--- src/rtl/core/rrc_pkg.sv ---
// shared types, codes and defaults of the rectangle raster canvas
`timescale 1ns / 1ps

package rrc_pkg;

    localparam int MAX_WIDTH_DEF  = 512;
    localparam int MAX_HEIGHT_DEF = 512;
    localparam int FRAC_BITS_DEF  = 8;

    localparam int SIZE_W     = 10;
    localparam int CHAR_W     = 8;
    localparam int FIX_W      = 20;
    localparam int RC_W       = 9;
    localparam int CFG_IDX_W  = 2;
    localparam int CFG_DATA_W = 10;

    localparam logic [CHAR_W-1:0] BG_RESET   = 8'd32;
    localparam logic [SIZE_W-1:0] SIZE_RESET = 10'd1;

    localparam logic [CFG_IDX_W-1:0] CFG_CANVAS_WIDTH  = 2'd0;
    localparam logic [CFG_IDX_W-1:0] CFG_CANVAS_HEIGHT = 2'd1;
    localparam logic [CFG_IDX_W-1:0] CFG_BACKGROUND    = 2'd2;

    typedef enum logic [1:0] {
        OP_CLEAR = 2'd0,
        OP_DRAW  = 2'd1,
        OP_READ  = 2'd2,
        OP_NONE  = 2'd3
    } t_op;

    typedef enum logic [1:0] {
        ST_IDLE,
        ST_SCAN,
        ST_READ
    } t_state;

    typedef struct packed {
        t_op                      op;
        logic                     fill_mode;
        logic signed [FIX_W-1:0]  rect_left;
        logic signed [FIX_W-1:0]  rect_top;
        logic signed [FIX_W-1:0]  rect_width;
        logic signed [FIX_W-1:0]  rect_height;
        logic [CHAR_W-1:0]        paint_char;
        logic [RC_W-1:0]          read_row;
        logic [RC_W-1:0]          read_col;
    } t_item;

    typedef struct packed {
        logic                     status;
        logic [CHAR_W-1:0]        pixel_char;
    } t_result;

endpackage

--- src/rtl/core/rrc_pixel_class.sv ---
// pixel classifier: inside, border and paint decision for one canvas position
`timescale 1ns / 1ps

module rrc_pixel_class #(
    parameter int AW_R      = 9,
    parameter int AW_C      = 9,
    parameter int FRAC_BITS = rrc_pkg::FRAC_BITS_DEF,
    parameter int PW        = 23
) (
    input  logic [AW_R-1:0]        i_row,
    input  logic [AW_C-1:0]        i_col,
    input  logic                   i_fill,
    input  logic signed [PW-1:0]   i_left,
    input  logic signed [PW-1:0]   i_left_in,
    input  logic signed [PW-1:0]   i_right_in,
    input  logic signed [PW-1:0]   i_right,
    input  logic signed [PW-1:0]   i_top,
    input  logic signed [PW-1:0]   i_top_in,
    input  logic signed [PW-1:0]   i_bottom_in,
    input  logic signed [PW-1:0]   i_bottom,
    output logic                   o_paint
);

    logic signed [PW-1:0] pos_r;
    logic signed [PW-1:0] pos_c;
    logic                 in_rect;
    logic                 border;

    // integer position scaled into the fixed-point domain
    assign pos_r = $signed(PW'(i_row) << FRAC_BITS);
    assign pos_c = $signed(PW'(i_col) << FRAC_BITS);

    assign in_rect = (pos_r >= i_top) && (pos_r <= i_bottom) &&
                     (pos_c >= i_left) && (pos_c <= i_right);

    // less than one unit from an edge
    assign border = (pos_c < i_left_in) || (pos_c > i_right_in) ||
                    (pos_r < i_top_in)  || (pos_r > i_bottom_in);

    assign o_paint = in_rect && (border || i_fill);

endmodule

--- config.mk ---
export PLATFORM = sky130hd
export DESIGN_NAME = rrc_pixel_class
export DESIGN_NICKNAME = d
export VERILOG_FILES = /design/src/rtl/core/rrc_pkg.sv /design/src/rtl/core/rrc_pixel_class.sv
export SDC_FILE = /design/constraint.sdc
export NUM_CORES = 1
export LEC_CHECK = 0
export BUFFER_PORTS_ARGS = -buffer_cell sky130_fd_sc_hd__buf_2
export CORE_AREA = 2 2 79 81
export DETAILED_ROUTE_END_ITERATION = 12
export DIE_AREA = 0 0 81 83
export PLACE_DENSITY = 0.79
export SLEW_MARGIN = 20
export SYNTH_ARGS = -nofsm -noshare
export SYNTH_HDL_FRONTEND = slang
export SYNTH_SLANG_ARGS = --single-unit
--- constraint.sdc ---
create_clock -name vclk -period 5.5
set_clock_uncertainty 0.05 [all_clocks]
set_input_delay 0.825 -clock vclk [all_inputs]
set_output_delay 0.825 -clock vclk [all_outputs]
set_load 0.05 [all_outputs]
After elaboration in Yosys (flattened, before gate mapping):

Index checks and enable logic that the tools add are counted.

* flip-flop bits (word level): 0
* input bits: 203
* output and inout port bits: 1
* word-level logic and storage cells: 16

* order comparisons: 8
* reductions and logical operators: 8

Operators with widths (number)
* >= comparator 18 x 23 -> 1 bit: 2
* > comparator 18 x 23 -> 1 bit: 2
* less-or-equal comparator 18 x 23 -> 1 bit: 2
* less-than comparator 18 x 23 -> 1 bit: 2
* logical AND 1 bit: 4
* logical OR 1 bit: 4

Longest topological paths before layout:

Gate-level depths: netlist of run 1.

* word-level depth: 6
* mapped depth: 8
* depth with buffers taken out: 8

Least setup slack after synthesis of run 1:

No wires, ideal clock.

* kind: input to output
* start point: input i_right[14]
* end point: output o_paint
* arrival time: 2955 ps
* data required time: 4625 ps
* path slack: 1670 ps
* cell stages on the path: 7
* buffers on the path: 0
* cell sequence: inv_1 ha_1 a2111oi_0 o211ai_1 a31o_1 a41o_1 nor4_2

* cells in the longest elaborated chain, start to end: 3

RTL lines
* from (decl): RTL line rrc_pixel_class.sv:16 `input logic signed [PW-1:0] i_right,`
* less-or-equal comparator 18 x 23 -> 1 bit: RTL line rrc_pixel_class.sv:34 `(pos_c >= i_left) && (pos_c <= i_right);`
* logical AND 1 bit: RTL line rrc_pixel_class.sv:34
* logical AND 1 bit: RTL line rrc_pixel_class.sv:40 `assign o_paint = in_rect && (border || i_fill);`
* to (decl): RTL line rrc_pixel_class.sv:21 `output logic o_paint`

Every way passes these cells.

Final worst setup path of run 1:

* start point: input i_row[4]
* end point: output o_paint

* cells in the longest elaborated chain, start to end: 5
* elaborated cells on any way between the ends: 11
* classes of those cells: order compare: 4; reduce/logical: 7

RTL lines
* from (decl): RTL line rrc_pixel_class.sv:10 `input logic [AW_R-1:0] i_row,`
* >= comparator 18 x 23 -> 1 bit, or another cell as far along: RTL line rrc_pixel_class.sv:33 `assign in_rect = (pos_r >= i_top) && (pos_r <= i_bottom) &&`
* logical AND 1 bit or logical OR 1 bit (tied branches): RTL line rrc_pixel_class.sv:33, rrc_pixel_class.sv:37
* logical AND 1 bit or logical OR 1 bit (tied branches): RTL line rrc_pixel_class.sv:33, rrc_pixel_class.sv:38
* logical AND 1 bit or logical OR 1 bit (tied branches): RTL line rrc_pixel_class.sv:34, rrc_pixel_class.sv:40
* logical AND 1 bit (*): RTL line rrc_pixel_class.sv:40

Every way passes the cells marked *; elsewhere a longest branch is shown, timed or not.

==> metrics.md, run 1 <==
| Metric | Value |
|---|---|
| Status | finished, final reports clean |
| Final instance area | 3230 µm² |
| GR Util met3 | 0.0152 |
| GP Congestion | 0.799 |
| Cells after DPL | 579 |
| P per Cell Area | 62.8 nW/µm² |
| GRT Util Overall | 0.206 |
| Worst Tran Pin Value | 0.407 ns |
| Hold_ws | 2.20 ns |
| Max Fanout on Critical Path | 4 |
| Slew HR | 0.721 |
| Largest net degree at the start of global routing | 5 |
| Static Leak | 2.01 nW |
| Commonest cells after routing, fill and taps aside | buf_2, inv_1, ha_1 |
| Post-DP HPWL | 6900 µm |
| Peak VDD IR | 0.0313 mV |
| Share of cells above drive strength 1 | 0.407 |
| Dpl cell area | 3230 µm² |
| Final nets | 781 |
| Register area share after synthesis | 0 |
| Core ar. | 5820 µm² |
| Area contributors post-synth | ha_1, inv_1, a21oi_1 |
| Routed vias | 2936 |
| Crit-path max cell delay | 0.43 ns |
| DR vias/cell | 5.07 |
| Area of the mapped netlist | 2120 µm² |
| Post-route non-filler standard cell count | 579 |
| Clk_buf instances | 0 |
| Place WS | 1.66 ns |
| Total chip power | 203 µW |
| N_diodes | 0 |
| Worst path arrival time | 2.88 ns |
| Hold_buf cts | 0 |
| Synth Instances | 300 |
| Final WS setup | 1.74 ns |
| CP endpoint kind | primary output |
| M2 GR Usage | 0.420 |
| Die extent in x | 81 µm |
| Setup Buffers After CTS | 0 |
| Crit share post-route | 0.683 |
| CTS resizes | 0 |
| Commonest non-fill, non-tap cell in the layout | buf_2 |
| Crit path kind | input port to primary output |
| Initial drt markers | 60 |
| Startpoint types | input port |
| Register area | 0 µm² |
| Total congestion overflow | 0 |
| Wire length per cell | 12.6 µm |
| RSZ-0062 raised after global routing | false |
| Req. time, crit path | 4.62 ns |
| Hold crit path type | input port to primary output |
| FILL cells | 590 |
| Global routing's busiest layer | met2 |
| Vias in the first global route | 2888 |
| First-pass iteration count of the detailed router | 6 |
| Met1 GRT Util | 0.225 |
| Tmin final | 3.76 ns |
| Final hold vios | 0 |
| Routed Antenna Nets | 0 |
| Syn_area_per_cell | 7.07 µm² |
| Yosys top cell by area | ha_1 |
| DRC | 0 |
| Crit path to | o_paint |
| FFs & Latches | 0 |
| Synth warn | 0 |
| CP max stage cell | a2111oi_0 |
| Final Setup Violations | 0 |
| Syn Nets | 575 |
| Critical Path Source | i_row[4] |
| Max-cap violations | 0 |
| Initial Utilization | 0.364 |
| Sum Neg Setup Slack | 0 ns |
| Port Buffers | 204 |
| Rows | 28 |
| Max-slew violations | 0 |
| # IOs | 204 |
| Synth top area share | 0.425 |
| Area delta synth->final | 52.6% |
| Core Util, Final | 0.556 |
| Max Clock Freq | 0.266 GHz |
| Die height | 83 µm |
| Synth cell types | 36 |
| Die Area | 6720 µm² |
| Drt total wl | 7280 µm |
| Initial antenna violation count | 0 |
| Crit path cell chain | buf_2 -> ha_1 -> a21o_1 -> a21o_1 -> a2111oi_0 -> nor4_1 -> nor4_1 -> nor4_2 -> buf_2 |
| First-pass GRT wire length | 11600 µm |
-- critical path: cells and delay by family --
| kind | cells | cell delay, ns |
|---|---|---|
| buf+inv | 2 | 0.36 |
| compound gates | 3 | 0.77 |
| fa+ha+maj | 1 | 0.31 |
| simple gates | 3 | 0.61 |
-- where the power goes --
part / total, mW / leakage, nW / switching (mW) / internal (mW)
Combinational: 0.203 / 2.01 / 0.0949 / 0.108
Clock: 0 / 0 / 0 / 0
Sequential: 0 / 0 / 0 / 0
-- per-layer routing --
layer	wire length, µm	up-vias
met5	0	-
met4	125	0
met3	535	12
met2	3760	122
met1	2860	1282
li1	-	1520
-- worst min path at each step --
stage / from / endpoint / depth (start not counted)
2_1_floorplan: i_bottom[22] / o_paint / 3
3_3_place_gp: i_bottom[22] / o_paint / 5
3_5_place_dp: i_bottom[22] / o_paint / 5
4_1_cts: i_bottom[22] / o_paint / 5
5_1_grt: i_bottom[22] / o_paint / 5
6_report: i_bottom[22] / o_paint / 5
-- cells by family after synthesis --
kind of cell	count (synthesis)	synth area share
AOI/OAI and AO/OA	65	0.205
adders and majority gates	72	0.425
buffers and inverters	74	0.131
and+or+nand+nor	89	0.239
-- area by class of cell --
type | instances | area, µm² | area share
Multi-Input combinational cell | 226 | 1840 | 0.569
Inverter | 74 | 278 | 0.0859
Timing Repair Buffer | 204 | 1020 | 0.316
Tap cell | 75 | 93.8 | 0.0290
-- synthesized netlist by cell type (2+ instances only) --
| cell | number |
|---|---|
| a2111o_1 | 2 |
| a2111oi_0 | 3 |
| a211oi_1 | 4 |
| a21o_1 | 10 |
| a21oi_1 | 21 |
| a221oi_1 | 2 |
| a31oi_1 | 4 |
| ha_1 | 72 |
| inv_1 | 74 |
| nand2_1 | 10 |
| nand2b_1 | 3 |
| nand3_1 | 12 |
| nand4_1 | 12 |
| nor2_1 | 13 |
| nor2b_1 | 2 |
| nor3_1 | 10 |
| nor4_1 | 11 |
| nor4b_1 | 6 |
| o211ai_1 | 2 |
| o21ai_0 | 6 |
| o21ai_1 | 2 |
| or4_1 | 5 |
No activity file was read; power rests on OpenSTA's default activity.
==> run 2: changes to the inputs <==
--- a/config.mk
+++ b/config.mk
@@ -5,11 +5,11 @@
 export SDC_FILE = /design/constraint.sdc
 export NUM_CORES = 1
 export LEC_CHECK = 0
+export ABC_AREA = 1
 export BUFFER_PORTS_ARGS = -buffer_cell sky130_fd_sc_hd__buf_2
-export CORE_AREA = 2 2 79 81
+export CORE_UTILIZATION = 43
 export DETAILED_ROUTE_END_ITERATION = 12
-export DIE_AREA = 0 0 81 83
-export PLACE_DENSITY = 0.79
+export PLACE_DENSITY = 0.85
 export SLEW_MARGIN = 20
 export SYNTH_ARGS = -nofsm -noshare
 export SYNTH_HDL_FRONTEND = slang
==> constraint.sdc (replaced) <==
create_clock -name vclk -period 3.5
set_clock_uncertainty 0.05 [all_clocks]
set_input_delay 0.525 -clock vclk [all_inputs]
set_output_delay 0.525 -clock vclk [all_outputs]
set_load 0.05 [all_outputs]
==> run 2 against run 1 <==
Largest power group unchanged; largest cell class unchanged; non-clock buffer count is the same; synthesized area grew 25%; flip-flop and latch count is the same; core utilization grew 7.7 points.
==> metrics.md, run 2 <==
| Metric | Value |
|---|---|
| Status | finished, final reports clean |
| Static Leak | 2.58 nW |
| Final hold vios | 0 |
| Worst path arrival time | 2.11 ns |
| Worst Tran Pin Value | 0.254 ns |
| CP endpoint kind | primary output |
| Commonest cells post-synth | inv_1, nand2_1, nor2_1 |
| Crit path cell chain | buf_2 -> ha_1 -> nand2_1 -> nor3_2 -> nand2_1 -> nor2_1 -> nor2_1 -> a21oi_1 -> nand4_1 -> nand2_1 -> inv_1 -> buf_2 |
| Routed vias | 3618 |
| Tmin final | 2.68 ns |
| Syn_area_per_cell | 5.45 µm² |
| Crit-path max cell delay | 0.30 ns |
| Post-DP HPWL | 7980 µm |
| Synth Instances | 487 |
| GRT Util Overall | 0.255 |
| GP Congestion | 0.903 |
| Most common cell in the synthesized netlist | inv_1 |
| Gate power share | 1.000 |
| Hold crit path type | input port to primary output |
| Synth top area share | 0.339 |
| Crit share post-route | 0.766 |
| Initial antenna violation count | 0 |
| Setup Buffers After CTS | 0 |
| Place WS | 0.803 ns |
| Switching portion of total power | 0.516 |
| Slew HR | 0.829 |
| DR vias/cell | 4.72 |
| Wire length per cell | 11.2 µm |
| Total internal power | 179 µW |
| Startpoint types | input port |
| Commonest non-fill, non-tap cell in the layout | buf_2 |
| Die extent in x | 80.6 µm |
| # IOs | 204 |
| Peak VDD IR | 0.0750 mV |
| Max Clock Freq | 0.373 GHz |
| Post-route non-filler standard cell count | 766 |
| CP max stage cell | ha_1 |
| Clk_buf instances | 0 |
| Max-slew violations | 0 |
| Register area share after synthesis | 0 |
| Core ar. | 5960 µm² |
| Synth cell types | 20 |
| First-pass iteration count of the detailed router | 4 |
| First-pass GRT wire length | 13100 µm |
| DRC | 0 |
| Area contributors post-synth | ha_1, inv_1, nand2_1 |
| Commonest cells after routing, fill and taps aside | buf_2, inv_1, nand2_1 |
| Hold_ws | 1.64 ns |
| Final Setup Violations | 0 |
| Routed Antenna Nets | 0 |
| Yosys top cell by area | ha_1 |
| Area delta synth->final | 42.0% |
| CTS resizes | 0 |
| Final WS setup | 0.820 ns |
| Req. time, crit path | 2.92 ns |
| RSZ-0062 raised after global routing | false |
| Hold_buf cts | 0 |
| Max-cap violations | 0 |
| Register area | 0 µm² |
| Initial Utilization | 0.446 |
| Drt total wl | 8600 µm |
| Rows | 28 |
| Total congestion overflow | 0 |
| P per Cell Area | 97.9 nW/µm² |
| Initial drt markers | 92 |
| Cells after DPL | 766 |
| Final nets | 968 |
| Sum Neg Setup Slack | 0 ns |
| Synth warn | 0 |
| FILL cells | 585 |
| Worst path most repeated cell | nand2_1 |
| Max Fanout on Critical Path | 4 |
| Sequential share of power | 0 |
| Area of the mapped netlist | 2660 µm² |
| Port Buffers | 204 |
| Share of cells above drive strength 1 | 0.311 |
| Syn Nets | 762 |
| Largest net degree at the start of global routing | 5 |
| Clk pwr share | 0 |
| Die height | 80.6 µm |
| N_diodes | 0 |
| Sw Pwr | 190 µW |
| Vias in the first global route | 3330 |
| Die Area | 6490 µm² |
| Crit path kind | input port to primary output |
| FFs & Latches | 0 |
[run 2: cell count changes in the layout (fill, tap and decap cells not counted), moves of 9 or more]
cell / before / now
inv_1: 74 / 122
nand2_1: 10 / 118
nand3_1: 12 / 24
nand4_1: 12 / 21
nor2_1: 13 / 83
nor4_1: 11 / 0
[run 2: power groups by stage]
stage	logic, mW	registers, mW	clock network (mW)
final	0.369	0	0
after global routing	0.424	0	0
after CTS	0.370	0	0
after detailed placement	0.367	0	0
after global placement	0.353	0	0
after floorplan	0.189	0	0
[run 2: final cells by class]
class	count	area, µm²	area share
well taps	75	93.8	0.0249
multi-input cells	360	2180	0.578
repair buffers	204	1020	0.271
inverters	127	477	0.126
[run 2: through the flow]
| stage | instance area, µm² | util | power (mW) |
|---|---|---|---|
| 2_1_floorplan | 2660 | - | 0.189 |
| 3_3_place_gp | 3770 | 0.633 | 0.353 |
| 3_5_place_dp | 3770 | 0.633 | 0.367 |
| 4_1_cts | 3770 | 0.633 | 0.370 |
| 5_1_grt | 3770 | 0.633 | 0.424 |
| 6_report | 3770 | 0.633 | 0.369 |
[run 2: final timing paths]
kind / startpoint / endpoint / depth (start not counted)
max: i_row[8] / o_paint / 12
min: i_top[22] / o_paint / 8
[run 2: kinds of logic (layout without fill, tap and decap cells)]
family | Yosys count | count (layout) | share of synthesized area
fa+ha+maj | 72 | 72 | 0.339
simple gates | 262 | 262 | 0.426
buf+inv | 127 | 331 | 0.180
compound gates | 26 | 26 | 0.0556
[run 2: metal layers]
metal  track usage  routed length [µm]
met1         0.280                3620
met2         0.508                4180
met3        0.0125                 501
met4        0.0821                 303
met5             0                   0
[run 2: critical path: cells and delay by family]
family | cells | cell delay [ns]
buffers and inverters | 3 | 0.38
AOI/OAI and AO/OA | 1 | 0.12
adders and majority gates | 1 | 0.30
and+or+nand+nor | 7 | 0.79
==> run 3: changes to the inputs <==
==> constraint.sdc (replaced) <==
create_clock -name vclk -period 2.6
set_clock_uncertainty 0.05 [all_clocks]
set_input_delay 0.39 -clock vclk [all_inputs]
set_output_delay 0.39 -clock vclk [all_outputs]
set_load 0.05 [all_outputs]
==> run 3 against run 2 <==
Die area did not move; hold slack worse by 0.27 ns; largest power group unchanged; core utilization did not move.
==> metrics.md, run 3 (synthesized netlist as in run 2, its figures left out) <==
| Metric | Value |
|---|---|
| Vias in the first global route | 3347 |
| Post-DP HPWL | 7950 µm |
| Hold crit path type | input port to primary output |
| Crit path kind | input port to primary output |
| Routed vias | 3622 |
| Final Setup Violations | 0 |
| Max-slew violations | 0 |
| P per Cell Area | 132 nW/µm² |
| Rows | 28 |
| # IOs | 204 |
| Final nets | 968 |
| Share of cells above drive strength 1 | 0.311 |
| Commonest non-fill, non-tap cell in the layout | buf_2 |
| Routed Antenna Nets | 0 |
| Final hold vios | 0 |
| First-pass GRT wire length | 13100 µm |
| Req. time, crit path | 2.16 ns |
| Worst path bufs/invs | 3 |
| Delay-heaviest family, CP | simple AND/OR/NAND/NOR gates |
| Wire length per cell | 11.2 µm |
| Commonest cells after routing, fill and taps aside | buf_2, inv_1, nand2_1 |
| Status | finished, final reports clean |
| Area delta synth->final | 42.0% |
| Die extent in x | 80.6 µm |
| Crit share post-route | 0.928 |
| Largest net degree at the start of global routing | 5 |
| CP endpoint kind | primary output |
| Worst Tran Pin Value | 0.263 ns |
| DRC | 0 |
| Crit-path max cell delay | 0.30 ns |
| Hold_buf cts | 0 |
| Core ar. | 5960 µm² |
| Slew HR | 0.823 |
| RSZ-0062 raised after global routing | false |
| First-pass iteration count of the detailed router | 4 |
| Die Area | 6490 µm² |
| Place WS | 0.170 ns |
| DR vias/cell | 4.73 |
| CTS resizes | 0 |
| Die height | 80.6 µm |
| Tmin final | 2.41 ns |
| Drt total wl | 8600 µm |
| Worst path arrival time | 1.97 ns |
| Crit path cell chain | buf_2 -> ha_1 -> nand2_1 -> nor3_2 -> nand2_1 -> nor2_1 -> nor2_1 -> a21oi_1 -> nand4_1 -> nand2_1 -> inv_1 -> buf_2 |
| Max Fanout on Critical Path | 4 |
| Max-cap violations | 0 |
| Initial Utilization | 0.446 |
| Initial drt markers | 117 |
| Peak VDD IR | 0.0997 mV |
| GRT Util Overall | 0.253 |
| FFs & Latches | 0 |
| Max Clock Freq | 0.414 GHz |
| N_diodes | 0 |
| Static Leak | 2.58 nW |
| CP max stage cell | ha_1 |
| Worst path most repeated cell | nand2_1 |
| Initial antenna violation count | 0 |
| Total congestion overflow | 0 |
| FILL cells | 575 |
| Sum Neg Setup Slack | 0 ns |
| Clk_buf instances | 0 |
| Startpoint types | input port |
| Port Buffers | 204 |
| GP Congestion | 0.903 |
| Register area | 0 µm² |
| Final WS setup | 0.187 ns |
| Setup Buffers After CTS | 0 |
==> run 3: cell counts in the layout (fill, tap and decap cells not counted) <==
Identical to the previous run, type by type.
==> run 3: layer usage <==
metal  up-vias  track usage  share of wire
met2       133        0.514           0.50
met4         0       0.0714          0.023
met5         -            0              0
met3        16       0.0205          0.058
li1       1923            -              -
met1      1550        0.271           0.42
==> run 3: worst paths after layout <==
kind	startpoint	end	slack (ns)	cells after the start
max	i_row[8]	o_paint	0.19	12
min	i_left[22]	o_paint	1.36	8
==> run 3: layout make-up <==
class | instances | area (µm²) | share of cell area
inverter | 127 | 477 | 0.126
multi-input combinational | 360 | 2180 | 0.578
tap | 75 | 93.8 | 0.0249
timing repair buffer | 204 | 1020 | 0.271
==> run 3: metrics by stage <==
step	total power, mW	instance area [µm²]	hold slack (ns)	instances	utilization
3_3_place_gp	0.475	3770	1.36	766	0.633
3_5_place_dp	0.494	3770	1.36	766	0.633
2_1_floorplan	0.254	2660	1.15	487	-
6_report	0.496	3770	1.36	766	0.633
4_1_cts	0.497	3770	1.37	766	0.633
5_1_grt	0.570	3770	1.40	766	0.633
==> run 3: where the power goes <==
part	internal, mW	total, mW	switching (mW)
Clock	0	0	0
Sequential	0	0	0
Combinational	0.240	0.496	0.256
Total	0.240	0.496	0.256
